## src/clipped_color_key_blit_assert.svh

```systemverilog
// ---------------------------------------------------------------------------
// clipped color key blit assertion macros
// concurrent assertion wrappers, compiled out with NO_ASSERTIONS
// ---------------------------------------------------------------------------
`ifndef CLIPPED_COLOR_KEY_BLIT_ASSERT_SVH
`define CLIPPED_COLOR_KEY_BLIT_ASSERT_SVH

`ifndef NO_ASSERTIONS
`define CCB_ASSERT_IMP(label, clk, rst, ante, cons) \
  label: assert property (@(posedge clk) disable iff (rst) (ante) |-> (cons)) \
    else $error("assertion failed");
`define CCB_ASSERT_NEXT(label, clk, rst, ante, cons) \
  label: assert property (@(posedge clk) disable iff (rst) (ante) |=> (cons)) \
    else $error("assertion failed");
`else
`define CCB_ASSERT_IMP(label, clk, rst, ante, cons)
`define CCB_ASSERT_NEXT(label, clk, rst, ante, cons)
`endif

`endif

```

## src/ccb_pkg.sv

```systemverilog
// ---------------------------------------------------------------------------
// ccb_pkg
// shared types and constants of the clipped color key blit
// ---------------------------------------------------------------------------
`default_nettype none

package ccb_pkg;

  localparam int REG_BITS      = 12;
  localparam int COORD_BITS    = 12;
  localparam int SUM_BITS      = ((COORD_BITS > REG_BITS) ? COORD_BITS : REG_BITS) + 1;
  localparam int CMP_BITS      = ((COORD_BITS + 1 > REG_BITS) ? COORD_BITS + 1 : REG_BITS);
  localparam int ADDR_BITS     = 24;
  localparam int PIX_BITS      = 8;
  localparam int NIB_BITS      = 4;
  localparam int KEY_BITS      = 5;
  localparam int PAL_BITS      = 64;
  localparam int APB_ADDR_BITS = 6;
  localparam int APB_DATA_BITS = 64;
  localparam int REG_IDX_BITS  = 3;
  localparam int REG_LSB       = 3;

  localparam logic [REG_BITS-1:0] FB_WIDTH_RST   = 12'd320;
  localparam logic [REG_BITS-1:0] FB_HEIGHT_RST  = 12'd200;
  localparam logic [REG_BITS-1:0] RECT_WIDTH_RST = 12'd1;
  localparam logic [KEY_BITS-1:0] KEY_COLOR_RST  = 5'h1f;

  typedef enum logic [REG_IDX_BITS-1:0] {
    REG_FB_WIDTH,
    REG_FB_HEIGHT,
    REG_DST_X,
    REG_DST_Y,
    REG_RECT_WIDTH,
    REG_KEY_COLOR,
    REG_REMAP_ENABLE,
    REG_PALETTE_MAP
  } reg_idx_t;

  typedef struct packed {
    logic [REG_BITS-1:0]        fb_width;
    logic [REG_BITS-1:0]        fb_height;
    logic [REG_BITS-1:0]        dst_x;
    logic [REG_BITS-1:0]        dst_y;
    logic [REG_BITS-1:0]        rect_width;
    logic signed [KEY_BITS-1:0] key_color;
    logic                       remap_enable;
    logic [PAL_BITS-1:0]        palette_map;
  } cfg_t;

  typedef struct packed {
    logic [PIX_BITS-1:0] pixel;
    logic                last;
    logic [SUM_BITS-1:0] col;
    logic [SUM_BITS-1:0] row;
  } item_t;

endpackage

`default_nettype wire

```

## src/clipped_color_key_blit.sv

```systemverilog
// ---------------------------------------------------------------------------
// clipped_color_key_blit
// color keyed rectangle blit with framebuffer clipping and palette remap
// ---------------------------------------------------------------------------
// Source pixels of one rectangle enter in row-major order on the s_ stream,
// with s_tlast on the final pixel; the column counter wraps at rect_width
// into the row counter, and both return to zero after a tlast transaction.
// Each input transaction yields exactly one m_ transaction: m_tuser is the
// write enable, m_tdata carries the framebuffer address and the pixel to
// store (both zero when no write), m_tlast copies the input tlast.
// Each transaction passes one input register with the destination coordinate
// and one result register after the clip, key, remap and row*width+column
// logic (one 12x12 multiply). Throughput is one pixel per cycle while the
// receiver is ready. When the receiver stalls, the result register holds and
// the input register takes one more pixel only if it is empty; then s_tready
// stays low until the result is taken.
// Reset clears both counters and the pipeline and loads register defaults.
// Registers are written over the apb port at byte address 8*index; the user
// writes them only while the stream is idle, which the block does not enforce.
// ---------------------------------------------------------------------------
`default_nettype none
`include "clipped_color_key_blit_assert.svh"

module clipped_color_key_blit (
  input  wire logic                                       clk,
  input  wire logic                                       rst,
  input  wire logic                                       psel,
  input  wire logic                                       penable,
  input  wire logic                                       pwrite,
  input  wire logic [ccb_pkg::APB_ADDR_BITS-1:0]          paddr,
  input  wire logic [ccb_pkg::APB_DATA_BITS-1:0]          pwdata,
  output logic      [ccb_pkg::APB_DATA_BITS-1:0]          prdata,
  output logic                                            pready,
  input  wire logic                                       s_tvalid,
  output logic                                            s_tready,
  // source_pixel
  input  wire logic [ccb_pkg::PIX_BITS-1:0]               s_tdata,
  input  wire logic                                       s_tlast,
  output logic                                            m_tvalid,
  input  wire logic                                       m_tready,
  // write_address, pixel_out
  output logic [ccb_pkg::ADDR_BITS+ccb_pkg::PIX_BITS-1:0] m_tdata,
  output logic                                            m_tlast,
  // write_enable
  output logic                                            m_tuser
);
  import ccb_pkg::*;

  cfg_t  cfg;
  item_t item;
  logic  item_valid;
  logic  dn_ready;

  ccb_cfg u_cfg (
    .clk     (clk),
    .rst     (rst),
    .psel    (psel),
    .penable (penable),
    .pwrite  (pwrite),
    .paddr   (paddr),
    .pwdata  (pwdata),
    .prdata  (prdata),
    .pready  (pready),
    .cfg     (cfg)
  );

  ccb_coord u_coord (
    .clk        (clk),
    .rst        (rst),
    .cfg        (cfg),
    .s_tvalid   (s_tvalid),
    .s_tready   (s_tready),
    .s_tdata    (s_tdata),
    .s_tlast    (s_tlast),
    .dn_ready   (dn_ready),
    .item_valid (item_valid),
    .item       (item)
  );

  ccb_pixel u_pixel (
    .clk        (clk),
    .rst        (rst),
    .cfg        (cfg),
    .item_valid (item_valid),
    .item       (item),
    .dn_ready   (dn_ready),
    .m_tvalid   (m_tvalid),
    .m_tready   (m_tready),
    .m_tdata    (m_tdata),
    .m_tlast    (m_tlast),
    .m_tuser    (m_tuser)
  );

  `CCB_ASSERT_IMP(a_nowrite_zero, clk, rst, m_tvalid && !m_tuser, m_tdata == '0)
  `CCB_ASSERT_IMP(a_remap_nibble, clk, rst, m_tvalid && m_tuser && cfg.remap_enable, m_tdata[ADDR_BITS+PIX_BITS-1:ADDR_BITS+NIB_BITS] == '0)
  `CCB_ASSERT_IMP(a_stall_blocks, clk, rst, m_tvalid && !m_tready && item_valid, !s_tready)
  `CCB_ASSERT_NEXT(a_item_moves, clk, rst, item_valid && dn_ready, m_tvalid)

endmodule

`default_nettype wire

```

## src/ccb_cfg.sv

```systemverilog
// ---------------------------------------------------------------------------
// ccb_cfg
// apb register file holding blit geometry, color key and palette
// ---------------------------------------------------------------------------
`default_nettype none

module ccb_cfg (
  input  wire logic                               clk,
  input  wire logic                               rst,
  input  wire logic                               psel,
  input  wire logic                               penable,
  input  wire logic                               pwrite,
  input  wire logic [ccb_pkg::APB_ADDR_BITS-1:0]  paddr,
  input  wire logic [ccb_pkg::APB_DATA_BITS-1:0]  pwdata,
  output logic      [ccb_pkg::APB_DATA_BITS-1:0]  prdata,
  output logic                                    pready,
  output ccb_pkg::cfg_t                           cfg
);
  import ccb_pkg::*;

  reg_idx_t idx;
  logic     wr;

  assign pready = 1'b1;
  assign idx    = reg_idx_t'(paddr[REG_LSB +: REG_IDX_BITS]);
  assign wr     = psel && penable && pwrite && pready;

  always_ff @(posedge clk) begin
    if (rst) begin
      cfg.fb_width     <= FB_WIDTH_RST;
      cfg.fb_height    <= FB_HEIGHT_RST;
      cfg.dst_x        <= '0;
      cfg.dst_y        <= '0;
      cfg.rect_width   <= RECT_WIDTH_RST;
      cfg.key_color    <= KEY_COLOR_RST;
      cfg.remap_enable <= 1'b0;
      cfg.palette_map  <= '0;
    end else if (wr) begin
      unique case (idx)
        REG_FB_WIDTH:     cfg.fb_width     <= pwdata[REG_BITS-1:0];
        REG_FB_HEIGHT:    cfg.fb_height    <= pwdata[REG_BITS-1:0];
        REG_DST_X:        cfg.dst_x        <= pwdata[REG_BITS-1:0];
        REG_DST_Y:        cfg.dst_y        <= pwdata[REG_BITS-1:0];
        REG_RECT_WIDTH:   cfg.rect_width   <= pwdata[REG_BITS-1:0];
        REG_KEY_COLOR:    cfg.key_color    <= pwdata[KEY_BITS-1:0];
        REG_REMAP_ENABLE: cfg.remap_enable <= pwdata[0];
        REG_PALETTE_MAP:  cfg.palette_map  <= pwdata[PAL_BITS-1:0];
        default: ;
      endcase
    end
  end

  always_comb begin
    unique case (idx)
      REG_FB_WIDTH:     prdata = APB_DATA_BITS'(cfg.fb_width);
      REG_FB_HEIGHT:    prdata = APB_DATA_BITS'(cfg.fb_height);
      REG_DST_X:        prdata = APB_DATA_BITS'(cfg.dst_x);
      REG_DST_Y:        prdata = APB_DATA_BITS'(cfg.dst_y);
      REG_RECT_WIDTH:   prdata = APB_DATA_BITS'(cfg.rect_width);
      REG_KEY_COLOR:    prdata = APB_DATA_BITS'(unsigned'(cfg.key_color));
      REG_REMAP_ENABLE: prdata = APB_DATA_BITS'(cfg.remap_enable);
      REG_PALETTE_MAP:  prdata = APB_DATA_BITS'(cfg.palette_map);
      default:          prdata = '0;
    endcase
  end

endmodule

`default_nettype wire

```

## src/ccb_coord.sv

```systemverilog
// ---------------------------------------------------------------------------
// ccb_coord
// column and row counters and the input register with destination coordinates
// ---------------------------------------------------------------------------
`default_nettype none

module ccb_coord (
  input  wire logic                          clk,
  input  wire logic                          rst,
  input  wire ccb_pkg::cfg_t                 cfg,
  input  wire logic                          s_tvalid,
  output logic                               s_tready,
  input  wire logic [ccb_pkg::PIX_BITS-1:0]  s_tdata,
  input  wire logic                          s_tlast,
  input  wire logic                          dn_ready,
  output logic                               item_valid,
  output ccb_pkg::item_t                     item
);
  import ccb_pkg::*;

  logic [COORD_BITS-1:0] column_count;
  logic [COORD_BITS-1:0] column_count_next;
  logic [COORD_BITS-1:0] row_count;
  logic [COORD_BITS-1:0] row_count_next;
  logic [COORD_BITS:0]   col_inc;
  logic                  load;
  logic                  item_valid_next;

  assign s_tready = !item_valid || dn_ready;
  assign load     = s_tvalid && s_tready;
  assign col_inc  = {1'b0, column_count} + (COORD_BITS + 1)'(1);

  always_comb begin
    column_count_next = column_count;
    row_count_next    = row_count;
    if (load) begin
      if (s_tlast) begin
        column_count_next = '0;
        row_count_next    = '0;
      end else if (CMP_BITS'(col_inc) >= CMP_BITS'(cfg.rect_width)) begin
        column_count_next = '0;
        row_count_next    = row_count + COORD_BITS'(1);
      end else begin
        column_count_next = col_inc[COORD_BITS-1:0];
      end
    end
    if (load) begin
      item_valid_next = 1'b1;
    end else if (dn_ready) begin
      item_valid_next = 1'b0;
    end else begin
      item_valid_next = item_valid;
    end
  end

  always_ff @(posedge clk) begin
    if (rst) begin
      column_count <= '0;
      row_count    <= '0;
      item_valid   <= 1'b0;
    end else begin
      column_count <= column_count_next;
      row_count    <= row_count_next;
      item_valid   <= item_valid_next;
    end
  end

  always_ff @(posedge clk) begin
    if (load) begin
      item.pixel <= s_tdata;
      item.last  <= s_tlast;
      item.col   <= SUM_BITS'(cfg.dst_x) + SUM_BITS'(column_count);
      item.row   <= SUM_BITS'(cfg.dst_y) + SUM_BITS'(row_count);
    end
  end

endmodule

`default_nettype wire

```

## src/ccb_pixel.sv

```systemverilog
// ---------------------------------------------------------------------------
// ccb_pixel
// clipping, color key test, palette remap, address and the result register
// ---------------------------------------------------------------------------
`default_nettype none

module ccb_pixel (
  input  wire logic                                     clk,
  input  wire logic                                     rst,
  input  wire ccb_pkg::cfg_t                            cfg,
  input  wire logic                                     item_valid,
  input  wire ccb_pkg::item_t                           item,
  output logic                                          dn_ready,
  output logic                                          m_tvalid,
  input  wire logic                                     m_tready,
  output logic [ccb_pkg::ADDR_BITS+ccb_pkg::PIX_BITS-1:0] m_tdata,
  output logic                                          m_tlast,
  output logic                                          m_tuser
);
  import ccb_pkg::*;

  logic                    in_frame;
  logic                    keyed;
  logic                    we;
  logic [2*REG_BITS-1:0]   prod;
  logic [ADDR_BITS-1:0]    addr;
  logic [PIX_BITS-1:0]     pout;
  logic [NIB_BITS-1:0]     pal_entry;
  logic                    take;
  logic                    m_tvalid_next;

  assign dn_ready = !m_tvalid || m_tready;
  assign take     = item_valid && dn_ready;

  assign in_frame  = (item.col < SUM_BITS'(cfg.fb_width)) &&
                     (item.row < SUM_BITS'(cfg.fb_height));
  assign keyed     = !cfg.key_color[KEY_BITS-1] &&
                     (item.pixel == PIX_BITS'(cfg.key_color[NIB_BITS-1:0]));
  assign we        = in_frame && !keyed;
  assign prod      = item.row[REG_BITS-1:0] * cfg.fb_width;
  assign pal_entry = cfg.palette_map[{item.pixel[NIB_BITS-1:0], 2'b00} +: NIB_BITS];

  always_comb begin
    addr = '0;
    pout = '0;
    if (we) begin
      addr = ADDR_BITS'(prod) + ADDR_BITS'(item.col);
      pout = cfg.remap_enable ? PIX_BITS'(pal_entry) : item.pixel;
    end
    if (take) begin
      m_tvalid_next = 1'b1;
    end else if (m_tready) begin
      m_tvalid_next = 1'b0;
    end else begin
      m_tvalid_next = m_tvalid;
    end
  end

  always_ff @(posedge clk) begin
    if (rst) begin
      m_tvalid <= 1'b0;
    end else begin
      m_tvalid <= m_tvalid_next;
    end
  end

  always_ff @(posedge clk) begin
    if (take) begin
      m_tdata <= {pout, addr};
      m_tuser <= we;
      m_tlast <= item.last;
    end
  end

endmodule

`default_nettype wire

```

## config.mk

```make
export PLATFORM = sky130hd
export DESIGN_NAME = clipped_color_key_blit
export DESIGN_NICKNAME = d
export VERILOG_FILES = /design/src/ccb_pkg.sv /design/src/clipped_color_key_blit.sv /design/src/ccb_cfg.sv /design/src/ccb_coord.sv /design/src/ccb_pixel.sv
export VERILOG_INCLUDE_DIRS = /design/src /design/src/src
export SDC_FILE = /design/constraint.sdc
export NUM_CORES = 1
export LEC_CHECK = 0
export ABC_AREA = 1
export BUFFER_PORTS_ARGS = -buffer_cell sky130_fd_sc_hd__clkbuf_2
export CAP_MARGIN = 20
export CORE_MARGIN = 5
export CORE_UTILIZATION = 55
export CTS_BUF_LIST = sky130_fd_sc_hd__clkbuf_16
export CTS_CLUSTER_DIAMETER = 30
export DETAILED_ROUTE_END_ITERATION = 7
export PLACE_DENSITY = 0.76
export SETUP_SLACK_MARGIN = 0.3
export SYNTH_ARGS = -nofsm -noshare
export SYNTH_HDL_FRONTEND = slang
export SYNTH_SLANG_ARGS = --single-unit
```

## constraint.sdc

```tcl
create_clock -name clk -period 13.7 [get_ports clk]
set_input_delay 2.055 -clock clk [delete_from_list [all_inputs] [get_ports clk]]
set_output_delay 2.055 -clock clk [all_outputs]
set_load 0.02 [all_outputs]
```

* After elaboration in Yosys (flattened, before gate mapping)
Index checks and enable logic that the tools add are counted.
Storage, ports and cells: register bits after elaboration 225, input bits 86, output and inout bits 101, word-level logic and storage cells 76
Operators by class: add/subtract/negate cells 5, multiply operators 1, $lt $le $gt $ge 3, equality and inequality tests 8, shift-type cells 1, muxes and demuxes 10, bitwise operators 1, reduce and logical (&&, ||, !) cells 27
Operators with widths (number):
- $pmux 64 s8 | 1
- $shiftx 64x7->4 | 1
- $mux 12 | 4
- $add 12x12->13 | 2
- $lt 13x12->1 | 2
- $add 24x13->24 | 1
- $mul 12x12->24 | 1
- $reduce_and 2->1 | 9
- $add 12x1->13 const B | 1
- $ge 13x12->1 | 1
- $add 12x1->12 const B | 1
- $eq 3x3->1 const B | 4
- $eq 8x4->1 | 1
- $logic_and 1x1->1 | 7
- $eq 3x2->1 const B | 2
- $reduce_bool 2->1 | 3
- $logic_not 1->1 | 4
- $mux 1 | 4
- $mux 4 | 1
- $eq 3x1->1 const B | 1
- $logic_not 3->1 | 1
- $logic_or 1x1->1 | 2
- $reduce_or 2->1 | 1
- $not 1->1 | 1

* Longest topological paths before layout
Gate-level depths: netlist (run 1).
depth in word-level cells 6, depth in mapped cells 23, depth with buffers taken out 22

* Cells and area by module
A second synthesis (run 1) with hierarchy kept.
Unflattened totals: cell total of the unflattened synthesis 2516, area total of the unflattened synthesis 18072.3 um^2
Modules (own cells, without submodules):
- ccb_pixel | times used 1, cells an instance 1179, area an instance 8277.9 um^2, seq. area each 1041.0 um^2
- ccb_cfg | times used 1, cells an instance 873, area an instance 5848.1 um^2, seq. area each 2602.5 um^2
- ccb_coord | times used 1, cells an instance 464, area an instance 3946.3 um^2, seq. area each 1551.5 um^2

* Worst setup path before layout (run 1)
Ideal clock, no wire load.
path type in2out, start input paddr[5] (netlist name), end output prdata[2] (netlist name), data arrival time 3098 ps, data required time 11645 ps, path slack 8547 ps, stages on the path 5, buffers on the path 2, cell sequence buf_2 > nor3_2 > inv_2 > buf_2 > o2111ai_1
On the way: longest elaborated chain between the ends 2, elaborated cells on any way between the ends 9, those cells by class eq/ne (7); mux (1); reduce/logical (1)
Ends and longest elaborated chain:
- start, declared | line clipped_color_key_blit.sv:30 | input wire logic [ccb_pkg::APB_ADDR_BITS-1:0] paddr,
- $eq 3x3->1 (tied with other cells) | line ccb_cfg.sv:54 | unique case (idx)
- $pmux 64 s8 * | line ccb_cfg.sv:54
- end, declared | line clipped_color_key_blit.sv:32 | output logic [ccb_pkg::APB_DATA_BITS-1:0] prdata,
Mark *: on every way between the ends. The rest lies on a longest branch, timed or not.

* Worst setup path after layout (run 1)
start input paddr[3] (netlist name), end output prdata[0] (netlist name)
The elaborated chain is that of the path after synthesis.

==> results.cfg, run 1 <==
[logic_synthesis]
ys_warn_count = 0
synth_area_um2 = 17100
synth_cell_types = 48
yosys.cell_count.top_type = inv_1
syn_area_per_cell_um2 = 7.68
yosys.area.top_type = dfxtp_1
syn_nets = 2550
async_flop_share_pct = 0
synth_top_area_share_pct = 18.3
synth_ff_type = dfxtp_1
ys_ff_latch = 225
ys_top_cells_by_count = inv_1, nand2_1, nor2_1, a21oi_1, o21ai_0
synth.area.top_cells = dfxtp_1, fa_1, edfxtp_1, inv_1, ha_1
syn_inst = 2222
seq_area_frac_synth_pct = 30.5
synth_edf_count = 69

[setup_path]
critical_path.cell_chain = clkbuf_2, inv_2, nor3_2, inv_2, nor2_1, a221oi_1, nand3_1, clkbuf_2
path_buf_inv = 4
cp.required_ns = 11.64
path_class = in -> out
cpMaxStageDelayCell = nor3_2
worst-path-max-fanout = 11
crit_arrival_ns = 3.70
cp-end-kind = primary output
cpPeakStageDelay_ns = 0.66
reg2regPathDepth = 17
cp_top_family = simple AND/OR/NAND/NOR gates
cp_num_cells = 8
startpoint_type = input port

[cts]
htreeDepth = 2
cts_resized = 0
clockBufferDepth = 3
cts_tree = built
clkLatencyLatePin_ns = 0.56
cts.clk_slew.worst_paths_ns = 0.05
numCtsBuffers = 50
hold_buffers = 0
clkSinkCount = 225
clockRootBuffer = clkbuf_16
post-cts-setup-buffers = 0

[placement]
portBuffers = 182
placed_cell_area_um2 = 18100
dp.cells = 2712
hpwl_um = 35500
place_ws_ns = 7.35
place.gp.congestion = 1.01

[global_routing]
grtUsageMet3_pct = 3.99
antenna_found_initial = 0
grt_util_met2_pct = 46.5
grt_pass1_wl_um = 77600
grt_pass1_vias = 15400
overflow = 0
grt_busiest_layer = met2
grt_usage_pct = 27.8
grt_max_degree = 131
use_met1_pct = 37.0

[floorplanning]
initial_core_util_pct = 55.8
die_h_um = 186
rows = 64
die_w_um = 186
die_area_um2 = 34600
ios = 187
core-area_um2 = 30600

[timing]
tns_ns = 0
fin_skew_ns = 0.0597
drv_slew = 0
final-hold-violation-count = 0
rsz0062_at_grt = false
min_period_ns = 5.75
slew_headroom_pct = 45.7
tightest_slew_ns = 0.810
period_share_pct = 42.0
setup_viol_count_final = 0
whs_ns = 0.420
layout_setup_ws_ns = 7.95
fmax_mhz = 174

[detailed_routing]
drtIter0Drc = 1339
first_pass_iters = 6
wire_per_inst_um = 17.0
drc = 0
ant_nets = 0
vias = 15400
vias_per_cell = 5.47
wl_um = 47700

[finish]
syn2layout_area_growth_pct = 16.5
fin_nets = 2698
utilization_pct = 64.9
drive_above_1_share_pct = 13.6
fin_area_um2 = 19900
n_fill_cell = 2633
final_cells = 2807
num_antenna_cells = 0

[power]
fin_total_pwr_mw = 2.37
irDropWorstVdd_mv = 0.0966
leakage_nw = 9.88
powerDensity_nw_per_um2 = 119

[status]
status = finished clean

[job]
max-cap-violations = 0

[min_path]
hold_depth = 0
min_path_type = reg -> reg
worst paths after layout:
| check | slack, ns | to | startpoint |
|---|---|---|---|
| worst max-delay path | 7.95 | prdata[0] | paddr[3] |
| worst min-delay path | 0.42 | u_pixel.m_tlast$_DFFE_PP_ | u_coord.item[26]$_DFFE_PP_ |
| worst max register to register | 8.26 | u_pixel.m_tdata[21]$_SDFFCE_PN0P_ | u_cfg.cfg[121]$_SDFFE_PP0P_ |
| worst min register to register | 0.42 | u_pixel.m_tlast$_DFFE_PP_ | u_coord.item[26]$_DFFE_PP_ |
flip-flops by register name, summed over array words and instances, names as in the netlist:
name / count
u_cfg.cfg: 130
u_coord.column_count: 12
u_coord.item: 35
u_pixel.m_tlast: 1
u_coord.row_count: 12
u_coord.item_valid: 1
u_pixel.m_tvalid: 1
u_pixel.m_tdata: 32
u_pixel.m_tuser: 1
per-layer routing:
| layer | wire, um | vias up | share of wire [%] |
|---|---|---|---|
| li1 | - | 7355 | - |
| met1 | 19400 | 7230 | 41 |
| met2 | 22600 | 644 | 47 |
| met3 | 3950 | 128 | 8.3 |
| met4 | 1810 | 0 | 3.8 |
| met5 | 0 | - | 0 |
where the power goes:
group | internal [mW] | total [mW] | switching [mW]
Clock | 0.808 | 1.21 | 0.402
Sequential | 0.715 | 0.749 | 0.0336
Combinational | 0.139 | 0.411 | 0.272
Total | 1.66 | 2.37 | 0.708
worst register-to-register path, cell delays in order (launching register included):
cell and delay, ns:
dfxtp_1 0.80, nand2_1 0.19, fa_1 0.57, inv_1 0.05, fa_1 0.48, fa_1 0.51
fa_1 0.50, inv_1 0.06, fa_1 0.53, inv_1 0.04, ha_1 0.38, a21oi_1 0.26
o21ai_0 0.19, nand3b_1 0.28, nand2_1 0.12, nand2_1 0.05, nand2_1 0.05, a21oi_1 0.05
cell type report:
| cell class | instances | area, um2 | share of cell area, % |
|---|---|---|---|
| Tap cell | 396 | 495 | 2.49 |
| Clock inverter | 41 | 440 | 2.22 |
| Sequential cell | 225 | 5190 | 26.2 |
| Timing Repair Buffer | 190 | 1000 | 5.05 |
| Clock buffer | 52 | 1300 | 6.55 |
| Inverter | 458 | 1720 | 8.66 |
| Multi-Input combinational cell | 1445 | 9710 | 48.9 |
placed cells by master, fill, tap and decap left out, types with 5 or more instances in the layout:
cell,synthesis,routed
a21oi_1,204,203
o2111ai_1,12,12
nor2_1,209,209
nand3_1,59,59
dfxtp_1,156,156
o211ai_1,11,11
o22ai_1,10,10
fa_1,114,114
inv_1,449,451
clkbuf_16,0,52
xor2_1,37,37
edfxtp_1,69,69
clkinv_4,0,5
bufinv_16,0,6
nor3_1,12,12
a221oi_1,9,9
nor2_2,22,22
clkinv_2,0,8
o21ai_0,200,200
clkbuf_2,2,182
clkinvlp_4,0,6
nand2_1,349,349
buf_4,6,6
xnor2_1,10,10
ha_1,128,128
nand4_1,15,15
inv_2,9,11
inv_6,0,6
cell families after synthesis:
kind of cell               Yosys count  synth area share, %
AOI/OAI and AO/OA                  462                 14.5
xor gates and xnor gates            47                 2.41
adders and majority gates          242                 22.8
buffers and inverters              552                 12.7
DFF                                225                 30.5
muxes                                2                0.117
other                                1               0.0220
and+or+nand+nor                    691                 17.0
No activity file was read; power rests on OpenSTA's default activity.
==> run 2: changes to the inputs <==
clock period = 5.98 ns   (was 13.7 ns; I/O delays follow)
==> run 2 against run 1 <==
  * Combinational power increased by 130%
  * Clock skew decreased by 0.048 ns
  * Via count up 0.48%
  * Sequential power up 130%
  * Clock power is 140% higher
  * Worst setup slack got worse by 7.3 ns
  * Utilization increased by 0.19 points
  * Die area unchanged
  * Wire length up 1.7%
  * Critical endpoint is now u_pixel.m_tdata[22]$_SDFFCE_PN0P_
==> results.cfg, run 2 (synthesis results as in run 1) <==
[finish]
utilization_pct = 65.1
final_cells = 2810
largest-register = u_cfg.cfg
layout_common_cells = inv_1, nand2_1, nor2_1, a21oi_1, o21ai_0
n_fill_cell = 2575
largest_reg_flops = 130
largestRegisters = u_cfg.cfg x130, u_coord.item x35, u_pixel.m_tdata x32
num_antenna_cells = 0
drive_above_1_share_pct = 13.5
final_common_cell = inv_1
fin_nets = 2699
syn2layout_area_growth_pct = 16.8

[global_routing]
antenna_found_initial = 0
grt_pass1_wl_um = 78000
grt_util_met2_pct = 46.9
overflow = 0
grt_pass1_vias = 15400
grt_usage_pct = 28.2
grtUsageMet3_pct = 3.75
use_met1_pct = 37.4
grt_max_degree = 84
grt_busiest_layer = met2

[setup_path]
cpPeakStageDelay_ns = 0.63
cpMaxStageDelayCell = edfxtp_1
path_class = reg -> reg
cp_common_cell = inv_1
cp-end-kind = flip-flop
cp.required_ns = 6.38
worst-path-max-fanout = 13
startpoint_type = flip-flop
crit_arrival_ns = 5.75
critical_path.cell_chain = nand2_1, inv_1, fa_1, inv_1, fa_1, fa_1, inv_1, fa_1, inv_1, fa_1, inv_1, ha_1, nand2_1, inv_1, nand2_1, nor3_1, nand4_1, nand3_1, nand2_1, a21oi_1

[power]
switching_power_mw = 1.62
switching_share_pct = 29.0
seqPwrFrac_pct = 30.7
powerDensity_nw_per_um2 = 281
irDropWorstVdd_mv = 0.299
power_frac_clock_pct = 52.6
comb_power_share_pct = 16.7
leakage_nw = 9.91
internal_power_mw = 3.97

[cts]
clockRootBuffer = clkbuf_16
numCtsBuffers = 51
post-cts-setup-buffers = 0
hold_buffers = 0
clkLatencyLatePin_ns = 0.56
clkSinkCount = 225
clockBufferDepth = 3
cts_tree = built
htreeDepth = 2
cts.clk_slew.worst_paths_ns = 0.05
cts_resized = 0

[floorplanning]
rows = 64
ios = 187
initial_core_util_pct = 55.8
die_w_um = 186
die_area_um2 = 34600
core-area_um2 = 30600
die_h_um = 186

[detailed_routing]
drc = 0
vias = 15400
drtIter0Drc = 1448
ant_nets = 0
wl_um = 48500
wire_per_inst_um = 17.3
vias_per_cell = 5.49
first_pass_iters = 5

[timing]
tightest_slew_ns = 0.905
fin_skew_ns = 0.0121
drv_slew = 0
rsz0062_at_grt = false
setup_viol_count_final = 0
min_period_ns = 5.35
final-hold-violation-count = 0
fmax_mhz = 187
tns_ns = 0
period_share_pct = 89.5
whs_ns = 0.417
slew_headroom_pct = 39.6

[status]
status = finished clean

[placement]
place.gp.congestion = 0.945
dp.cells = 2714
portBuffers = 182
hpwl_um = 36100

[job]
max-cap-violations = 0

[min_path]
min_path_type = reg -> reg
run 2: cell count changes in the layout (fill, tap and decap cells not counted):
cell,previous run,this run
buf_12,1,0
buf_16,1,0
buf_4,6,8
bufinv_16,6,10
clkinv_1,3,8
clkinv_2,8,7
clkinv_8,1,0
inv_1,451,450
inv_4,1,0
inv_6,6,4
run 2: cell type report:
| class | instances | area (um2) | share of cell area, % |
|---|---|---|---|
| Clock buffer | 52 | 1300 | 6.53 |
| Clock inverter | 44 | 531 | 2.66 |
| Inverter | 458 | 1720 | 8.63 |
| Multi-Input combinational cell | 1445 | 9710 | 48.7 |
| Sequential cell | 225 | 5190 | 26.1 |
| Tap cell | 396 | 495 | 2.49 |
| Timing Repair Buffer | 190 | 971 | 4.87 |
run 2: final timing paths:
path / from / endpoint / slack [ns] / cells after the start
setup / recovery: u_coord.item[4]$_DFFE_PP_ / u_pixel.m_tdata[22]$_SDFFCE_PN0P_ / 0.63 / 20
hold / removal: u_coord.item[26]$_DFFE_PP_ / u_pixel.m_tlast$_DFFE_PP_ / 0.42 / 0
setup reg to reg: u_coord.item[4]$_DFFE_PP_ / u_pixel.m_tdata[22]$_SDFFCE_PN0P_ / 0.63 / 20
hold reg to reg: u_coord.item[26]$_DFFE_PP_ / u_pixel.m_tlast$_DFFE_PP_ / 0.42 / 0
run 2: metal layers:
metal	up-vias	routed length, um
li1	7352	-
met1	7286	20000
met2	672	22800
met3	121	3800
met4	0	2010
met5	-	0
run 2: worst max-delay path: cells and delay by family (launching register included):
kind                     cells  cell delay (ns)
adder cells (fa/ha/maj)      6             3.07
AND/OR/NAND/NOR              7             1.00
flip-flops                   1             0.63
AO/OA/AOI/OAI                1             0.14
buffers and inverters        6             0.37
run 2: power groups by stage:
stage / clock network, mW / logic, mW / registers (mW)
5_1_grt: 3.05 / 1.06 / 1.72
3_5_place_dp: 0 / 0.930 / 1.74
3_3_place_gp: 0 / 0.911 / 1.74
4_1_cts: 2.96 / 0.940 / 1.71
6_report: 2.94 / 0.936 / 1.72
2_1_floorplan: 0 / 0.676 / 1.71
run 2: metrics by stage:
step / setup slack (ns) / power (mW) / area (um2)
6_report: 0.625 / 5.59 / 19900
5_1_grt: 0.348 / 5.83 / 19900
4_1_cts: 0.656 / 5.62 / 19900
3_5_place_dp: 0.695 / 2.67 / 18100
3_3_place_gp: 0.731 / 2.65 / 18100
2_1_floorplan: 1.23 / 2.39 / 17100
==> run 3: changes to the inputs <==
ABC_AREA = unset   (was 1)
==> run 3 against run 2 <==
  * Utilization is 0.87 points higher
  * Sequential power down 4%
  * Clock power about the same
  * Clock skew up 0.044 ns
  * Worst hold slack got worse by 0.0084 ns
==> results.cfg, run 3 <==
[setup_path]
cp.required_ns = 6.24
crit_arrival_ns = 5.80
critical_path.cell_chain = buf_4, and2_1, fa_1, inv_1, fa_1, inv_1, fa_1, inv_1, fa_1, fa_1, inv_1, ha_1, o21ai_0, o21ai_1, a31o_2, a2111oi_1, or3_1, a21oi_1
path_class = reg -> reg
cpPeakStageDelay_ns = 0.55
cp-end-kind = flip-flop
startpoint_type = flip-flop
cpMaxStageDelayCell = fa_1
worst-path-max-fanout = 9
cp_common_cell = fa_1

[timing]
fmax_mhz = 180
min_period_ns = 5.54
tns_ns = 0
period_share_pct = 92.7
fin_skew_ns = 0.0562
final-hold-violation-count = 0
rsz0062_at_grt = false
tightest_slew_ns = 1.10
drv_slew = 0
slew_headroom_pct = 26.7
layout_setup_ws_ns = 0.439
setup_viol_count_final = 0

[logic_synthesis]
yosys.cell_count.top_type = nand2_1
synth_area_um2 = 17000
synth_top_area_share_pct = 18.4
syn_inst = 1919
yosys.area.top_type = dfxtp_1
syn_area_per_cell_um2 = 8.85
seq_area_frac_synth_pct = 30.6
ys_ff_latch = 225
synth_ff_type = dfxtp_1
synth.area.top_cells = dfxtp_1, fa_1, edfxtp_1, ha_1, nand2_1
synth_cell_types = 67
ys_warn_count = 0
syn_nets = 2247
synth_edf_count = 69
ys_top_cells_by_count = nand2_1, inv_1, dfxtp_1, a21oi_1, ha_1
async_flop_share_pct = 0

[floorplanning]
ios = 187
die_h_um = 186
rows = 64
die_w_um = 186
initial_core_util_pct = 55.6
die_area_um2 = 34500
core-area_um2 = 30500

[placement]
hpwl_um = 34300
place_ws_ns = 0.394
portBuffers = 182
dp.cells = 2419
place.gp.congestion = 0.911

[finish]
largest-register = u_cfg.cfg
num_antenna_cells = 0
final_cells = 2528
fin_nets = 2418
largest_reg_flops = 130
syn2layout_area_growth_pct = 18.6
drive_above_1_share_pct = 16.7
utilization_pct = 66.0
layout_common_cells = nand2_1, inv_1, clkbuf_2, dfxtp_1, a21oi_1
final_common_cell = nand2_1
largestRegisters = u_cfg.cfg x130, u_coord.item x35, u_pixel.m_tdata x32

[global_routing]
grt_max_degree = 74
antenna_found_initial = 1
grt_usage_pct = 27.0
overflow = 0
grt_pass1_vias = 14600
grt_pass1_wl_um = 75000

[cts]
clockBufferDepth = 3
hold_buffers = 0
clockRootBuffer = clkbuf_16
cts.clk_slew.worst_paths_ns = 0.05
htreeDepth = 2
clkSinkCount = 225
numCtsBuffers = 50
cts_tree = built
clkLatencyLatePin_ns = 0.57

[detailed_routing]
wl_um = 46900
drc = 0
first_pass_iters = 5
ant_nets = 0
vias_per_cell = 5.70
wire_per_inst_um = 18.5
drtIter0Drc = 1191
vias = 14400

[power]
leakage_nw = 8.96
irDropWorstVdd_mv = 0.305
powerDensity_nw_per_um2 = 253

[status]
status = finished clean

[min_path]
min_path_type = reg -> reg

[job]
max-cap-violations = 0
## run 3: cell types whose count changed in the layout (fill, tap and decap cells not counted), sizes merged, moves of 32 or more
cell	delta
a21oi	-60
and2	+126
buf	+32
inv	-225
mux2i	+55
nand2	-38
nand3	-33
nor2	-113
o21ai	-156
## run 3: area by class of cell
type                    instances  area (um2)
clock buffers                  50        1250
repair buffers                221        1220
multi-input cells            1362       10500
flip-flops and latches        225        5200
clock inverters                44         562
well taps                     396         495
inverters                     230         863
fillers                      2363       10400
## run 3: report_power, final
group          total [mW]  switching, mW  internal, mW  leakage (nW)
Combinational       0.538          0.342         0.195          6.11
Sequential           1.65         0.0346          1.61          1.94
Clock                2.92          0.913          2.00         0.909
Total                5.10           1.29          3.81          8.96
## run 3: path summary, 6_finish.rpt
kind                                    from                                 to  slack [ns]  cells after the start
hold reg to reg   u_coord.item[26]$_DFFE_PP_          u_pixel.m_tlast$_DFFE_PP_        0.41                      0
hold / removal    u_coord.item[26]$_DFFE_PP_          u_pixel.m_tlast$_DFFE_PP_        0.41                      0
setup reg to reg   u_coord.item[6]$_DFFE_PP_  u_pixel.m_tdata[17]$_SDFFCE_PN0P_        0.44                     18
setup / recovery   u_coord.item[6]$_DFFE_PP_  u_pixel.m_tdata[17]$_SDFFCE_PN0P_        0.44                     18
## run 3: worst max-delay path, delay by kind of cell (launching register included)
family,cells,cell delay (ns)
buf+inv,5,0.40
compound gates,5,1.15
flops,1,0.53
fa+ha+maj,6,2.88
simple gates,2,0.33
## run 3: what timing repair did
item	CTS	global route
setup buffers	0	15
endpoints found under the setup margin	0	8
gates resized for setup	0	8
## run 3: per-layer routing
metal | track usage (%) | wire length, um
met5 | 0 | 13
met4 | 8.66 | 1440
met3 | 4.48 | 3540
met2 | 46.0 | 23200
met1 | 35.4 | 18700
## run 3: stage by stage
stage	power (mW)	hold slack [ns]	area [um2]
floorplan	2.02	0.400	17000
global placement	2.18	0.439	18200
detailed placement	2.20	0.415	18200
CTS	5.11	0.416	20000
global route	5.26	0.410	20100
finish	5.10	0.408	20100
## run 3: cells by family after synthesis
logic type               count (synthesis)  share of synthesized area [%]
AO/OA/AOI/OAI                          296                           10.8
XOR/XNOR                                53                           2.73
multiplexers                            83                           6.68
adder cells (fa/ha/maj)                242                           22.9
AND/OR/NAND/NOR                        687                           18.9
buffers and inverters                  332                           7.46
other                                    1                         0.0221
flip-flops                             225                           30.6
